<file path="src/rtl/histogram_row_mean_stddev_top_macros.svh">
// Assertion macros for the histogram row statistics RTL.
// Included by modules that carry concurrent assertions; no other dependencies.
`ifndef HISTOGRAM_ROW_MEAN_STDDEV_TOP_MACROS_SVH
`define HISTOGRAM_ROW_MEAN_STDDEV_TOP_MACROS_SVH

// Same-cycle implication, disabled during reset.
`define HRMS_ASSERT_IMPLY(lbl, ck, rs, ante, cons) \
  lbl: assert property (@(posedge ck) disable iff (rs) (ante) |-> (cons)) \
    else $error("hrms assertion failed");

// Next-cycle implication, disabled during reset.
`define HRMS_ASSERT_NEXT(lbl, ck, rs, ante, cons) \
  lbl: assert property (@(posedge ck) disable iff (rs) (ante) |=> (cons)) \
    else $error("hrms assertion failed");

`endif

</file>
<file path="src/rtl/hrms_pkg.sv">
// Package for the histogram row statistics block: widths, step counts,
// state and datapath operation codes, and the controller-to-datapath command.
package hrms_pkg;

  localparam int BIN_W      = 24;
  localparam int BIN_BITS   = 24;
  localparam int SUM_W      = 36;
  localparam int SQ_W       = 60;
  localparam int CNT_W      = 13;
  localparam int ROW_W      = 9;
  localparam int MAX_ROWS   = 512;
  localparam int MEAN_W     = 40;
  localparam int SCALED_W   = 43;
  localparam int MUL_W      = SQ_W + CNT_W;
  localparam int MPLIER_W   = SUM_W;
  localparam int DIV_W      = MUL_W + 32;
  localparam int DEN_W      = 2 * CNT_W;
  localparam int ROOT_W     = (DIV_W + 1) / 2;
  localparam int RAD_W      = 2 * ROOT_W;
  localparam int SREM_W     = ROOT_W + 3;
  localparam int MUL_STEPS  = MPLIER_W;
  localparam int DIV_STEPS  = DIV_W;
  localparam int SQRT_STEPS = ROOT_W;
  localparam int STEP_W     = $clog2(DIV_STEPS + 1);

  localparam logic [BIN_W-1:0] BIN_MASK = BIN_W'((64'd1 << BIN_BITS) - 64'd1);

  typedef enum logic [2:0] {
    S_IDLE, S_MUL_A, S_MUL_B, S_DIV_VAR, S_SQRT, S_DIV_MEAN, S_OUT
  } hrms_state_t;

  typedef enum logic [3:0] {
    DP_NOP, DP_MUL_A_LOAD, DP_MUL_B_LOAD, DP_MUL_STEP, DP_DIV_VAR_LOAD,
    DP_DIV_MEAN_LOAD, DP_DIV_STEP, DP_SQRT_LOAD, DP_SQRT_STEP, DP_OUT_LOAD
  } hrms_op_t;

  typedef struct packed {
    logic     acc_en;
    logic     snap;
    hrms_op_t op;
  } hrms_cmd_t;

endpackage

</file>
<file path="src/rtl/hrms_ctrl.sv">
// Controller of the histogram row statistics block: handshakes and the
// sequence of multiply, divide and square-root steps. Uses hrms_pkg and macros.
`include "histogram_row_mean_stddev_top_macros.svh"

module hrms_ctrl import hrms_pkg::*; (
  input  logic      clk,
  input  logic      rst,
  input  logic      in_valid,
  input  logic      row_end,
  input  logic      histogram_end,
  output logic      in_ready,
  input  logic      out_ready,
  output logic      out_valid,
  output hrms_cmd_t cmd
);

  hrms_state_t        state, state_next;
  logic [STEP_W-1:0]  cnt, cnt_next;
  logic [STEP_W-1:0]  last;
  logic               row_done;
  logic               out_load;

  assign row_done = row_end || histogram_end;
  assign out_load = (state == S_OUT) && (!out_valid || out_ready);

  always_comb begin
    unique case (state)
      S_MUL_A, S_MUL_B:       last = STEP_W'(MUL_STEPS);
      S_DIV_VAR, S_DIV_MEAN:  last = STEP_W'(DIV_STEPS);
      S_SQRT:                 last = STEP_W'(SQRT_STEPS);
      default:                last = '0;
    endcase
  end

  always_comb begin
    state_next = state;
    unique case (state)
      S_IDLE:     if (cmd.snap) state_next = S_MUL_A;
      S_MUL_A:    if (cnt == last) state_next = S_MUL_B;
      S_MUL_B:    if (cnt == last) state_next = S_DIV_VAR;
      S_DIV_VAR:  if (cnt == last) state_next = S_SQRT;
      S_SQRT:     if (cnt == last) state_next = S_DIV_MEAN;
      S_DIV_MEAN: if (cnt == last) state_next = S_OUT;
      S_OUT:      if (out_load) state_next = S_IDLE;
      default:    state_next = S_IDLE;
    endcase
    if (state_next != state || state == S_IDLE || state == S_OUT) begin
      cnt_next = '0;
    end else begin
      cnt_next = cnt + STEP_W'(1);
    end
  end

  always_comb begin
    in_ready   = (state == S_IDLE) || !row_done;
    cmd.acc_en = in_valid && in_ready;
    cmd.snap   = in_valid && in_ready && row_done;
    cmd.op     = DP_NOP;
    unique case (state)
      S_MUL_A:    cmd.op = (cnt == '0) ? DP_MUL_A_LOAD : DP_MUL_STEP;
      S_MUL_B:    cmd.op = (cnt == '0) ? DP_MUL_B_LOAD : DP_MUL_STEP;
      S_DIV_VAR:  cmd.op = (cnt == '0) ? DP_DIV_VAR_LOAD : DP_DIV_STEP;
      S_SQRT:     cmd.op = (cnt == '0) ? DP_SQRT_LOAD : DP_SQRT_STEP;
      S_DIV_MEAN: cmd.op = (cnt == '0) ? DP_DIV_MEAN_LOAD : DP_DIV_STEP;
      S_OUT:      cmd.op = out_load ? DP_OUT_LOAD : DP_NOP;
      default:    cmd.op = DP_NOP;
    endcase
  end

  always_ff @(posedge clk) begin
    if (rst) begin
      state     <= S_IDLE;
      cnt       <= '0;
      out_valid <= 1'b0;
    end else begin
      state <= state_next;
      cnt   <= cnt_next;
      if (out_load) begin
        out_valid <= 1'b1;
      end else if (out_ready) begin
        out_valid <= 1'b0;
      end
    end
  end

  `HRMS_ASSERT_IMPLY(a_snap_idle, clk, rst, cmd.snap, state == S_IDLE)
  `HRMS_ASSERT_IMPLY(a_stall_busy, clk, rst, !in_ready, state != S_IDLE)
  `HRMS_ASSERT_NEXT(a_load_shows, clk, rst, out_load, out_valid)

endmodule

</file>
<file path="src/rtl/hrms_datapath.sv">
// Datapath of the histogram row statistics block: accumulators, a serial
// multiplier, a restoring divider, a digit square root and the result register.
module hrms_datapath import hrms_pkg::*; #(
  parameter int ROW_LIMIT = MAX_ROWS
) (
  input  logic                clk,
  input  logic                rst,
  input  hrms_cmd_t           cmd,
  input  logic [BIN_W-1:0]    bin_value,
  input  logic                histogram_end,
  output logic [ROW_W-1:0]    row_index,
  output logic [CNT_W-1:0]    positive_count,
  output logic [MEAN_W-1:0]   row_mean,
  output logic [SCALED_W-1:0] mean_q19,
  output logic [MEAN_W-1:0]   row_stddev,
  output logic                mean_valid,
  output logic                stddev_valid
);

  logic [SUM_W-1:0]    sum_acc, sum_s, sum_new;
  logic [SQ_W-1:0]     sq_acc, sq_s, sq_new;
  logic [CNT_W-1:0]    tally, n_s, tally_new;
  logic [ROW_W-1:0]    row_cnt, row_s, row_next;
  logic [BIN_W-1:0]    v;
  logic [2*BIN_W-1:0]  sq_bin;
  logic [SUM_W:0]      sum_wide;
  logic [SQ_W:0]       sq_wide;
  logic [ROW_W:0]      row_inc;

  logic [MUL_W-1:0]    mcand, prod, a_prod, diff;
  logic [MPLIER_W-1:0] mplier;
  logic                neg;

  logic [DIV_W-1:0]    dvd;
  logic [DEN_W-1:0]    rem, den;
  logic [DEN_W:0]      rem_sh, rem_diff;

  logic [RAD_W-1:0]    rad;
  logic [SREM_W-1:0]   srem, srem_sh, trial;
  logic [ROOT_W-1:0]   root;
  logic [MEAN_W-1:0]   sd_hold;
  logic                q_big;

  assign v        = bin_value & BIN_MASK;
  assign sq_bin   = (2*BIN_W)'(v) * (2*BIN_W)'(v);
  assign sum_wide = {1'b0, sum_acc} + (SUM_W+1)'(v);
  assign sum_new  = sum_wide[SUM_W] ? '1 : sum_wide[SUM_W-1:0];
  assign sq_wide  = {1'b0, sq_acc} + (SQ_W+1)'(sq_bin);
  assign sq_new   = sq_wide[SQ_W] ? '1 : sq_wide[SQ_W-1:0];
  assign tally_new = (v != '0 && tally != '1) ? tally + CNT_W'(1) : tally;
  assign row_inc  = {1'b0, row_cnt} + (ROW_W+1)'(1);
  assign row_next = histogram_end ? '0 :
                    (row_inc >= (ROW_W+1)'(ROW_LIMIT)) ? '0 : row_inc[ROW_W-1:0];

  assign diff     = a_prod - prod;
  assign rem_sh   = {rem, dvd[DIV_W-1]};
  assign rem_diff = rem_sh - {1'b0, den};
  assign srem_sh  = {srem[SREM_W-3:0], rad[RAD_W-1 -: 2]};
  assign trial    = {1'b0, root, 2'b01};
  assign q_big    = |dvd[2*SUM_W-17:SCALED_W];

  always_ff @(posedge clk) begin
    if (rst) begin
      sum_acc <= '0;
      sq_acc  <= '0;
      tally   <= '0;
      row_cnt <= '0;
    end else if (cmd.acc_en) begin
      if (cmd.snap) begin
        sum_acc <= '0;
        sq_acc  <= '0;
        tally   <= '0;
        row_cnt <= row_next;
      end else begin
        sum_acc <= sum_new;
        sq_acc  <= sq_new;
        tally   <= tally_new;
      end
    end
  end

  always_ff @(posedge clk) begin
    if (cmd.snap) begin
      sum_s <= sum_new;
      sq_s  <= sq_new;
      n_s   <= tally_new;
      row_s <= row_cnt;
    end
    unique case (cmd.op)
      DP_MUL_A_LOAD: begin
        mcand  <= MUL_W'(sq_s);
        mplier <= MPLIER_W'(n_s);
        prod   <= '0;
      end
      DP_MUL_B_LOAD: begin
        a_prod <= prod;
        mcand  <= MUL_W'(sum_s);
        mplier <= sum_s;
        prod   <= '0;
      end
      DP_MUL_STEP: begin
        if (mplier[0]) prod <= prod + mcand;
        mcand  <= {mcand[MUL_W-2:0], 1'b0};
        mplier <= {1'b0, mplier[MPLIER_W-1:1]};
      end
      DP_DIV_VAR_LOAD: begin
        neg <= prod > a_prod;
        dvd <= {diff, 32'b0};
        den <= DEN_W'(n_s) * DEN_W'(n_s - CNT_W'(1));
        rem <= '0;
      end
      DP_DIV_MEAN_LOAD: begin
        sd_hold <= (neg || n_s < CNT_W'(2)) ? '0 :
                   (|root[ROOT_W-1:MEAN_W]) ? '1 : root[MEAN_W-1:0];
        dvd <= DIV_W'({sum_s, 19'b0});
        den <= DEN_W'(n_s);
        rem <= '0;
      end
      DP_DIV_STEP: begin
        if (rem_sh >= {1'b0, den}) begin
          rem <= rem_diff[DEN_W-1:0];
          dvd <= {dvd[DIV_W-2:0], 1'b1};
        end else begin
          rem <= rem_sh[DEN_W-1:0];
          dvd <= {dvd[DIV_W-2:0], 1'b0};
        end
      end
      DP_SQRT_LOAD: begin
        rad  <= RAD_W'(dvd);
        srem <= '0;
        root <= '0;
      end
      DP_SQRT_STEP: begin
        rad <= {rad[RAD_W-3:0], 2'b00};
        if (srem_sh >= trial) begin
          srem <= srem_sh - trial;
          root <= {root[ROOT_W-2:0], 1'b1};
        end else begin
          srem <= srem_sh;
          root <= {root[ROOT_W-2:0], 1'b0};
        end
      end
      DP_OUT_LOAD: begin
        row_index      <= row_s;
        positive_count <= n_s;
        row_mean       <= (n_s == '0) ? '0 : q_big ? '1 : dvd[SCALED_W-1:3];
        mean_q19       <= (n_s == '0) ? '0 : q_big ? '1 : dvd[SCALED_W-1:0];
        row_stddev     <= sd_hold;
        mean_valid     <= n_s != '0;
        stddev_valid   <= n_s > CNT_W'(1);
      end
      default: begin
      end
    endcase
  end

endmodule

</file>
<file path="src/rtl/histogram_row_mean_stddev_top.sv">
// Top level of the histogram row statistics block.
// Depends on hrms_pkg, hrms_ctrl and hrms_datapath.
//
//  Channel  Handshake            Carries
//  -------  -------------------  ------------------------------------------------
//  in       in_valid / in_ready  bin_value, row_end, histogram_end
//  out      out_valid/out_ready  row_index, positive_count, row_mean, mean_q19,
//                                row_stddev, mean_valid, stddev_valid
//
// Bins that do not end a row are taken one per cycle. A bin that ends a row is
// taken only while the arithmetic unit is free; it then runs two 36-step serial
// multiplies, two 105-step restoring divides on one shared serial divider and a
// 53-step square root.
// Bins of the next row keep streaming in while that work goes on.
// Reset is synchronous and clears accumulators, row index, sequencer and out_valid.
// A stalled output holds its result; the next result waits in the sequencer.
module histogram_row_mean_stddev_top import hrms_pkg::*; #(
  parameter int ROW_LIMIT = MAX_ROWS
) (
  input  logic                clk,
  input  logic                rst,
  input  logic                in_valid,
  output logic                in_ready,
  input  logic [BIN_W-1:0]    bin_value,
  input  logic                row_end,
  input  logic                histogram_end,
  output logic                out_valid,
  input  logic                out_ready,
  output logic [ROW_W-1:0]    row_index,
  output logic [CNT_W-1:0]    positive_count,
  output logic [MEAN_W-1:0]   row_mean,
  output logic [SCALED_W-1:0] mean_q19,
  output logic [MEAN_W-1:0]   row_stddev,
  output logic                mean_valid,
  output logic                stddev_valid
);

  hrms_cmd_t cmd;

  // The controller owns both handshakes and issues one datapath command per cycle.
  hrms_ctrl u_ctrl (
    .clk           (clk),
    .rst           (rst),
    .in_valid      (in_valid),
    .row_end       (row_end),
    .histogram_end (histogram_end),
    .in_ready      (in_ready),
    .out_ready     (out_ready),
    .out_valid     (out_valid),
    .cmd           (cmd)
  );

  // The datapath accumulates each row and computes its mean and deviation.
  // The row index wraps to zero instead of reaching ROW_LIMIT, and restarts at zero after histogram_end.
  hrms_datapath #(
    .ROW_LIMIT (ROW_LIMIT)
  ) u_dp (
    .clk            (clk),
    .rst            (rst),
    .cmd            (cmd),
    .bin_value      (bin_value),
    .histogram_end  (histogram_end),
    .row_index      (row_index),
    .positive_count (positive_count),
    .row_mean       (row_mean),
    .mean_q19       (mean_q19),
    .row_stddev     (row_stddev),
    .mean_valid     (mean_valid),
    .stddev_valid   (stddev_valid)
  );

endmodule
</file>
<file path="config.mk">
export PLATFORM = sky130hd
export DESIGN_NAME = histogram_row_mean_stddev_top
export DESIGN_NICKNAME = d
export VERILOG_FILES = /design/src/rtl/hrms_pkg.sv /design/src/rtl/hrms_ctrl.sv /design/src/rtl/hrms_datapath.sv /design/src/rtl/histogram_row_mean_stddev_top.sv
export VERILOG_INCLUDE_DIRS = /design/src /design/src/rtl
export SDC_FILE = /design/constraint.sdc
export NUM_CORES = 2
export LEC_CHECK = 0
export ABC_AREA = 1
export BUFFER_PORTS_ARGS = -buffer_cell sky130_fd_sc_hd__buf_2
export CORE_MARGIN = 4
export CORE_UTILIZATION = 60
export CTS_CLUSTER_DIAMETER = 50
export DETAILED_ROUTE_END_ITERATION = 16
export PLACE_DENSITY = 0.77
export SETUP_SLACK_MARGIN = 0.2
export SYNTH_ARGS = -nofsm -noshare
export SYNTH_HDL_FRONTEND = slang
export SYNTH_SLANG_ARGS = --single-unit
export TNS_END_PERCENT = 50
</file>
<file path="constraint.sdc">
create_clock -name clk -period 23.6 [get_ports clk]
set_input_delay 4.72 -clock clk [delete_from_list [all_inputs] [get_ports clk]]
set_output_delay 4.72 -clock clk [all_outputs]
set_load 0.05 [all_outputs]
</file>
# After elaboration in Yosys (flattened, before gate mapping)
# Index checks and enable logic that the tools add are counted.
totals:
  regBits: 1060
  inputBits: 30
  out_inout_bits: 149
  elab_cells: 143
op_classes:
  add_sub_neg: 10
  multipliers: 2
  magnitude_cmp: 6
  n_eq_ne: 19
  mux: 43
  reduce_logical: 33
ops:
  columns: ["operator", "n"]
  rows:
  - ["105-bit case mux with 3 select lines", 1]
  - ["73-bit case mux with 3 select lines", 1]
  - ["106-bit case mux with 2 select lines", 1]
  - ["73-bit case mux with 2 select lines", 1]
  - ["60-bit 2-to-1 mux", 2]
  - ["36-bit case mux with 3 select lines", 1]
  - ["54-bit case mux with 2 select lines", 1]
  - ["53-bit case mux with 2 select lines", 1]
  - ["26-bit case mux with 2 select lines", 2]
  - ["40-bit 2-to-1 mux", 2]
  - ["73-bit adder", 1]
  - ["73-bit > comparator", 1]
  - ["73-bit 2-to-1 mux", 1]
  - ["73-bit subtractor", 1]
  - ["36-bit 2-to-1 mux", 2]
  - ["60-bit by 48-bit adder with 61-bit output", 1]
  - ["56-bit by 55-bit >= comparator with 1-bit output", 1]
  - ["54-bit 2-to-1 mux", 1]
  - ["54-bit subtractor", 1]
  - ["24-bit by 24-bit multiplier with 48-bit output", 1]
  - ["43-bit 2-to-1 mux", 1]
  - ["36-bit by 24-bit adder with 37-bit output", 1]
  - ["27-bit by 26-bit >= comparator with 1-bit output", 1]
  - ["13-bit by 26-bit multiplier with 26-bit output", 1]
  - ["42 further kinds", 85]

# Longest topological paths before layout
logic_depth:
  ltp_word: 11
  ltp_mapped: 34
  mapped_depth_nobuf: 30

# Modules after synthesis
# From an unflattened synthesis, not the netlist that was laid out.
unflattened:
  hier_cells: 11024
  hier_area_um2: 86259.0
by_module_without_submodules:
  columns: ["module", "instances", "cells_per_inst", "area_per_inst_um2", "seq_area_each_um2"]
  rows:
  - ["hrms_datapath", 1, 10886, 85343.1, 29117.9]
  - ["hrms_ctrl", 1, 138, 915.9, 220.2]

# Least setup slack after synthesis
# No wires, ideal clock.
synth_path:
  kind: "register to register"
  startpoint: "register u_ctrl.state[2]"
  endpoint: "register u_dp.mcand[27], data pin"
  setup_ps: 261
  arrival_ps: 11492
  required_time_ps: 23339
  setup_slack_ps: 11848
  stages_incl_launch_ff: 12
  path_buffers: 2
  cell_sequence: "dfxtp_1 buf_2 inv_1 nor2_1 nand2_2 inv_2 nor3_4 nand2_2 nor2_4 buf_4 nand2_1 nand3_1"
synth_via:
  elab_chain_cells: 6
  word_cells_on_any_way: 13
  cone_classes: "eq/ne: 9; mux: 3; reduce/logical: 1"
synth_rtl:
  columns: ["element", "line_no", "text"]
  rows:
  - ["from (decl)", "hrms_ctrl.sv:17", "hrms_state_t state, state_next;"]
  - ["from (signal assigned)", "hrms_ctrl.sv:76", "state <= state_next;"]
  - ["3-bit == test", "hrms_ctrl.sv:24, hrms_ctrl.sv:59", null]
  - ["1-bit logical AND", "hrms_ctrl.sv:24", "assign out_load = (state == S_OUT) && (!out_valid || out_ready);"]
  - ["4-bit 2-to-1 mux", "hrms_ctrl.sv:65", "S_OUT: cmd.op = out_load ? DP_OUT_LOAD : DP_NOP;"]
  - ["4-bit case mux with 6 select lines *", "hrms_ctrl.sv:59", "unique case (state)"]
  - ["4-bit by 2-bit == test with 1-bit output / 4-bit by 1-bit == test with 1-bit output (equally long branches)", "hrms_datapath.sv:89", "unique case (cmd.op)"]
  - ["73-bit case mux with 3 select lines *", "hrms_datapath.sv:89", null]
  - ["to (signal assigned)", "hrms_datapath.sv:91", "mcand <= MUL_W'(sq_s);"]
  - ["to (signal assigned)", "hrms_datapath.sv:97", "mcand <= MUL_W'(sum_s);"]
  - ["to (signal assigned)", "hrms_datapath.sv:103", "mcand <= {mcand[MUL_W-2:0], 1'b0};"]
  - ["to (decl)", "hrms_datapath.sv:30", "logic [MUL_W-1:0] mcand, prod, a_prod, diff;"]
# Mark *: on every way between the ends. The rest lies on a longest branch, timed or not.
# A chain may end at the register's enable or synchronous reset.

# Worst setup path in the final report
layout_path:
  startpoint: "input port bin_value[6]"
  endpoint: "register u_dp.sq_s[0], data pin"
layout_via:
  elab_chain_cells: 3
layout_rtl:
  columns: ["element", "line_no", "text"]
  rows:
  - ["from (decl)", "histogram_row_mean_stddev_top.sv:24", "input logic [BIN_W-1:0] bin_value,"]
  - ["24-bit by 24-bit multiplier with 48-bit output", "hrms_datapath.sv:45", "assign sq_bin = (2*BIN_W)'(v) * (2*BIN_W)'(v);"]
  - ["60-bit by 48-bit adder with 61-bit output", "hrms_datapath.sv:48", "assign sq_wide = {1'b0, sq_acc} + (SQ_W+1)'(sq_bin);"]
  - ["60-bit 2-to-1 mux", "hrms_datapath.sv:49", "assign sq_new = sq_wide[SQ_W] ? '1 : sq_wide[SQ_W-1:0];"]
  - ["named net u_dp.sq_new[0]", "hrms_datapath.sv:21", "logic [SQ_W-1:0] sq_acc, sq_s, sq_new;"]
  - ["to (signal assigned)", "hrms_datapath.sv:85", "sq_s <= sq_new;"]
  - ["to (decl)", "hrms_datapath.sv:21", null]
# The timed path passes the listed nets, and every way through them passes these cells.

==> results.json <==
{
  "crit_path_slowest_cell": "sky130_fd_sc_hd__buf_2",
  "die_y_um": 387,
  "final.fill_count": 12100,
  "critical_path_buf_inv_count": 9,
  "postSynthAreaPerCell_um2": 7.84,
  "crit_family": "adder cells",
  "areaGrowthSynthToFinish_pct": 8.09,
  "synthCells": 11000,
  "wl_per_cell_um": 21.1,
  "worst_clock_skew_ns": 0.0462,
  "area_of_the_multi_input_gates_um2": 47500,
  "synth_sequential_area_ratio_pct": 34.0,
  "timing.hold.worst.class": "flop to flop",
  "grt_setup_unrepaired": "no",
  "path_max_fanout": 36,
  "tightest_slew_ns": 1.10,
  "gpl.final_weighted_congestion": 1.02,
  "routed_wl_mm": 277,
  "worst_skew_pair.late_latency_ns": 0.79,
  "pin_count": 179,
  "drive_above_1_share_pct": 4.29,
  "ys_seq_elements": 1020,
  "synth.yosys.warnings": 0,
  "max_clock_freq_mhz": 83.2,
  "synth_edf_count": 891,
  "hpwlAfterDp_mm": 220,
  "setup_viol": 0,
  "firstDrtPassIters": 7,
  "instances_no_fill": 13100,
  "chipWidth_um": 387,
  "clock_tree.root_cell": "sky130_fd_sc_hd__clkbuf_16",
  "antenna_violations_before_repair": 5,
  "finalHoldViolCount": 0,
  "grt_pass1_wl_mm": 425,
  "max-slew-margin-rel_pct": 26.4,
  "layout.core_utilization_pct": 65.6,
  "clock-sinks": 1020,
  "num-nets-final": 12300,
  "tritoncts": "done",
  "worst_endpoint_required_time_ns": 24.12,
  "drt_drc_violations_left": 0,
  "route.antenna.remaining_nets": 0,
  "netlist_area_um2": 86200,
  "status": "complete, no violations",
  "drtIter0Drc": 7949,
  "synth_ff_type": "sky130_fd_sc_hd__edfxtp_1",
  "yosys.cell_types.count": 60,
  "slew_violations": 0,
  "max_cap_violations": 0,
  "grt-ovfl-total": 0,
  "crit_path_start_kind": "primary input",
  "vias_per_cell": 5.72,
  "cts.hold.buffers_added": 0,
  "worstSetupPathType": "primary input to flop",
  "start_util_pct": 60.7,
  "ys_async_sr_fraction_pct": 0,
  "dieArea_um2": 150000,
  "cp_slowest_stage_delay_ns": 0.69,
  "cts_inserted_buffers": 135,
  "placed_cells_incl_taps": 12800,
  "port_buffers": 178,
  "post_cts_resize_count": 0,
  "routed-via-count": 74900,
  "period_minus_slack_ns": 12.01,
  "post-cts-setup-buffers": 0,
  "grt_pass1_vias": 74800,
  "clock_path_buffers": 3,
  "rows": 138,
  "timing.hold.ws_ns": 0.404,
  "clk_transition_reported_paths_ns": 0.06,
  "fin_setup_tns_ns": 0,
  "crit_arrival_ns": 12.53,
  "setup_crit_end_kind": "flop",
  "layout.area.seq_um2": 29300,
  "grt_max_degree": 144,
  "grt_util_all_layers_pct": 36.6,
  "final.period_utilization_pct": 50.9,
  "core_area_um2": 142000,
  "ctsHtreeMaxLevel": 4
}
## layout by cell type (no fill, tap or decap), types with 7 or more instances in the layout
cell                        netlist  layout
sky130_fd_sc_hd__or2_2           17      17
sky130_fd_sc_hd__nand3_1        460     459
sky130_fd_sc_hd__nor4_1          22      20
sky130_fd_sc_hd__clkbuf_1       177      16
sky130_fd_sc_hd__o21ai_0        483     482
sky130_fd_sc_hd__conb_1           2      26
sky130_fd_sc_hd__a21o_1          29      29
sky130_fd_sc_hd__a21oi_1        664     663
sky130_fd_sc_hd__nor2_1        1082    1077
sky130_fd_sc_hd__o21bai_1        64      64
sky130_fd_sc_hd__xnor2_1         74      74
sky130_fd_sc_hd__edfxtp_1       891     891
sky130_fd_sc_hd__inv_1         2187    2184
sky130_fd_sc_hd__clkinv_1         8      23
sky130_fd_sc_hd__buf_2           38     177
sky130_fd_sc_hd__inv_8            0       9
sky130_fd_sc_hd__ha_1           499     499
sky130_fd_sc_hd__bufinv_16        0       9
sky130_fd_sc_hd__fa_1           647     647
sky130_fd_sc_hd__clkinv_2         0      12
sky130_fd_sc_hd__clkbuf_16        0     138
sky130_fd_sc_hd__and2_1           8       8
sky130_fd_sc_hd__xor2_1          71      71
sky130_fd_sc_hd__dfxtp_1        129     129
sky130_fd_sc_hd__a21boi_0         9       9
sky130_fd_sc_hd__inv_6            0      13
sky130_fd_sc_hd__nand4_1         96      96
sky130_fd_sc_hd__nand3b_1        20      20
sky130_fd_sc_hd__clkinv_4         0       7
sky130_fd_sc_hd__buf_4           58      36
sky130_fd_sc_hd__nand2_1       3038    3036
sky130_fd_sc_hd__a22o_1          25      25
sky130_fd_sc_hd__o21a_1          26      26
sky130_fd_sc_hd__o211ai_1        34      34
sky130_fd_sc_hd__nor3_1          76      76
## metal layers
| metal | vias up | GRT usage, % | part of all wire (%) |
|---|---|---|---|
| li1 | 34700 | - | - |
| met1 | 35900 | 49.0 | 40 |
| met2 | 3557 | 57.4 | 45 |
| met3 | 764 | 7.83 | 9.6 |
| met4 | 4 | 17.1 | 5.5 |
| met5 | - | 0 | 0.0083 |
## flip-flops by register name, summed over array words and instances, names as in the netlist, 36 cells and up
signal and flops:
u_dp.sum_acc 36, u_dp.mplier 36, u_dp.dvd 105, u_dp.sq_s 60
u_dp.srem 54, u_dp.prod 73, u_dp.mcand 73, u_dp.root 53
u_dp.sum_s 36, u_dp.rad 106, u_dp.sq_acc 60, u_dp.row_stddev 40
u_dp.mean_q19 43, u_dp.sd_hold 40, u_dp.a_prod 73
## per-stage QoR
stage,worst slack [ns],area (um2)
floorplan,11.85,86300
global placement,11.00,88600
detailed placement,10.87,88600
CTS,11.67,93200
global route,11.23,93200
finish,11.59,93200
## cell families (layout without fill, tap and decap cells)
| logic type | after synthesis | count (layout) | share of synthesized area (%) |
|---|---|---|---|
| and+or+nand+nor | 4841 | 4841 | 22.5 |
| adders and majority gates | 1146 | 1146 | 22.3 |
| buffers and inverters | 2484 | 2655 | 11.1 |
| xor gates and xnor gates | 145 | 145 | 1.47 |
| muxes | 1 | 1 | 0.0131 |
| AOI/OAI and AO/OA | 1365 | 1365 | 8.61 |
| other | 2 | 29 | 0.00871 |
| DFF | 1020 | 1020 | 34.0 |
## path summary, 6_finish.rpt
kind                                              start  slack (ns)                          end  cells after the start
worst max register to register    u_dp.n_s[0]$_DFFE_PP_       15.64   u_dp.den[22]$_SDFFCE_PN0P_                     23
worst min register to register  u_dp.row_s[7]$_DFFE_PP_        0.40  u_dp.row_index[7]$_DFFE_PN_                      0
worst max-delay path                       bin_value[6]       11.59       u_dp.sq_s[0]$_DFFE_PP_                     25
worst min-delay path            u_dp.row_s[7]$_DFFE_PP_        0.40  u_dp.row_index[7]$_DFFE_PN_                      0
## Yosys cell counts (all sizes together) (2+ instances only)
master   count  area share (%)
nand2     3043              13
dfxtp      129             3.0
a21oi      665             3.9
a21o        29            0.25
and2         8           0.058
inv       2192             9.5
xnor2       74            0.75
o21a        26            0.23
conb         2          0.0087
a21boi       9           0.078
or2         17            0.12
edfxtp     891              31
a211oi       3           0.026
a221oi       2           0.020
nor3        79            0.48
o21bai      64            0.56
a31oi        6           0.044
nor2      1086             4.7
nand3      462             2.7
fa         647              15
a22o        25            0.25
nor3b        4           0.041
xor2        71            0.72
o221ai       5           0.051
o21ai      484             2.8
o2111ai      4           0.041
ha         499             7.2
clkinv       8           0.035
buf        106            0.80
o211ai      34            0.30
and3         3           0.022
o22ai        2           0.015
nand3b      20            0.17
clkbuf     178            0.78
nor4        22            0.16
nand4       96            0.70
## cell type report
| type | instances | share of cell area, % |
|---|---|---|
| Multi-Input combinational cell | 7524 | 50.9 |
| Sequential cell | 1020 | 31.5 |
| Inverter | 2200 | 8.87 |
| Clock buffer | 159 | 3.84 |
| Tap cell | 1890 | 2.54 |
| Timing Repair Buffer | 214 | 1.26 |
| Clock inverter | 82 | 1.08 |
| Antenna cell | 3 | 0.00805 |
## worst register-to-register path, cell delays in order (launching register included)
cell                       delay [ns]
sky130_fd_sc_hd__edfxtp_1        0.80
sky130_fd_sc_hd__clkinv_1        0.78
sky130_fd_sc_hd__ha_1            0.53
sky130_fd_sc_hd__nand2_1         0.11
sky130_fd_sc_hd__nor2_1          0.11
sky130_fd_sc_hd__inv_1           0.08
sky130_fd_sc_hd__ha_1            0.25
sky130_fd_sc_hd__clkinv_1        0.23
sky130_fd_sc_hd__nand2_1         0.14
sky130_fd_sc_hd__fa_1            0.58
sky130_fd_sc_hd__inv_1           0.06
sky130_fd_sc_hd__fa_1            0.52
sky130_fd_sc_hd__fa_1            0.55
sky130_fd_sc_hd__inv_1           0.05
sky130_fd_sc_hd__fa_1            0.52
sky130_fd_sc_hd__inv_1           0.05
sky130_fd_sc_hd__fa_1            0.48
sky130_fd_sc_hd__ha_1            0.40
sky130_fd_sc_hd__nand2_1         0.14
sky130_fd_sc_hd__nor4_1          0.59
sky130_fd_sc_hd__nand4_1         0.29
sky130_fd_sc_hd__nand3_1         0.20
sky130_fd_sc_hd__a21oi_1         0.08
sky130_fd_sc_hd__o21a_1          0.18
Power is left out: the tool's default activity adds up to more than one toggle a clock period on the data nets, which glitch-free logic cannot reach.
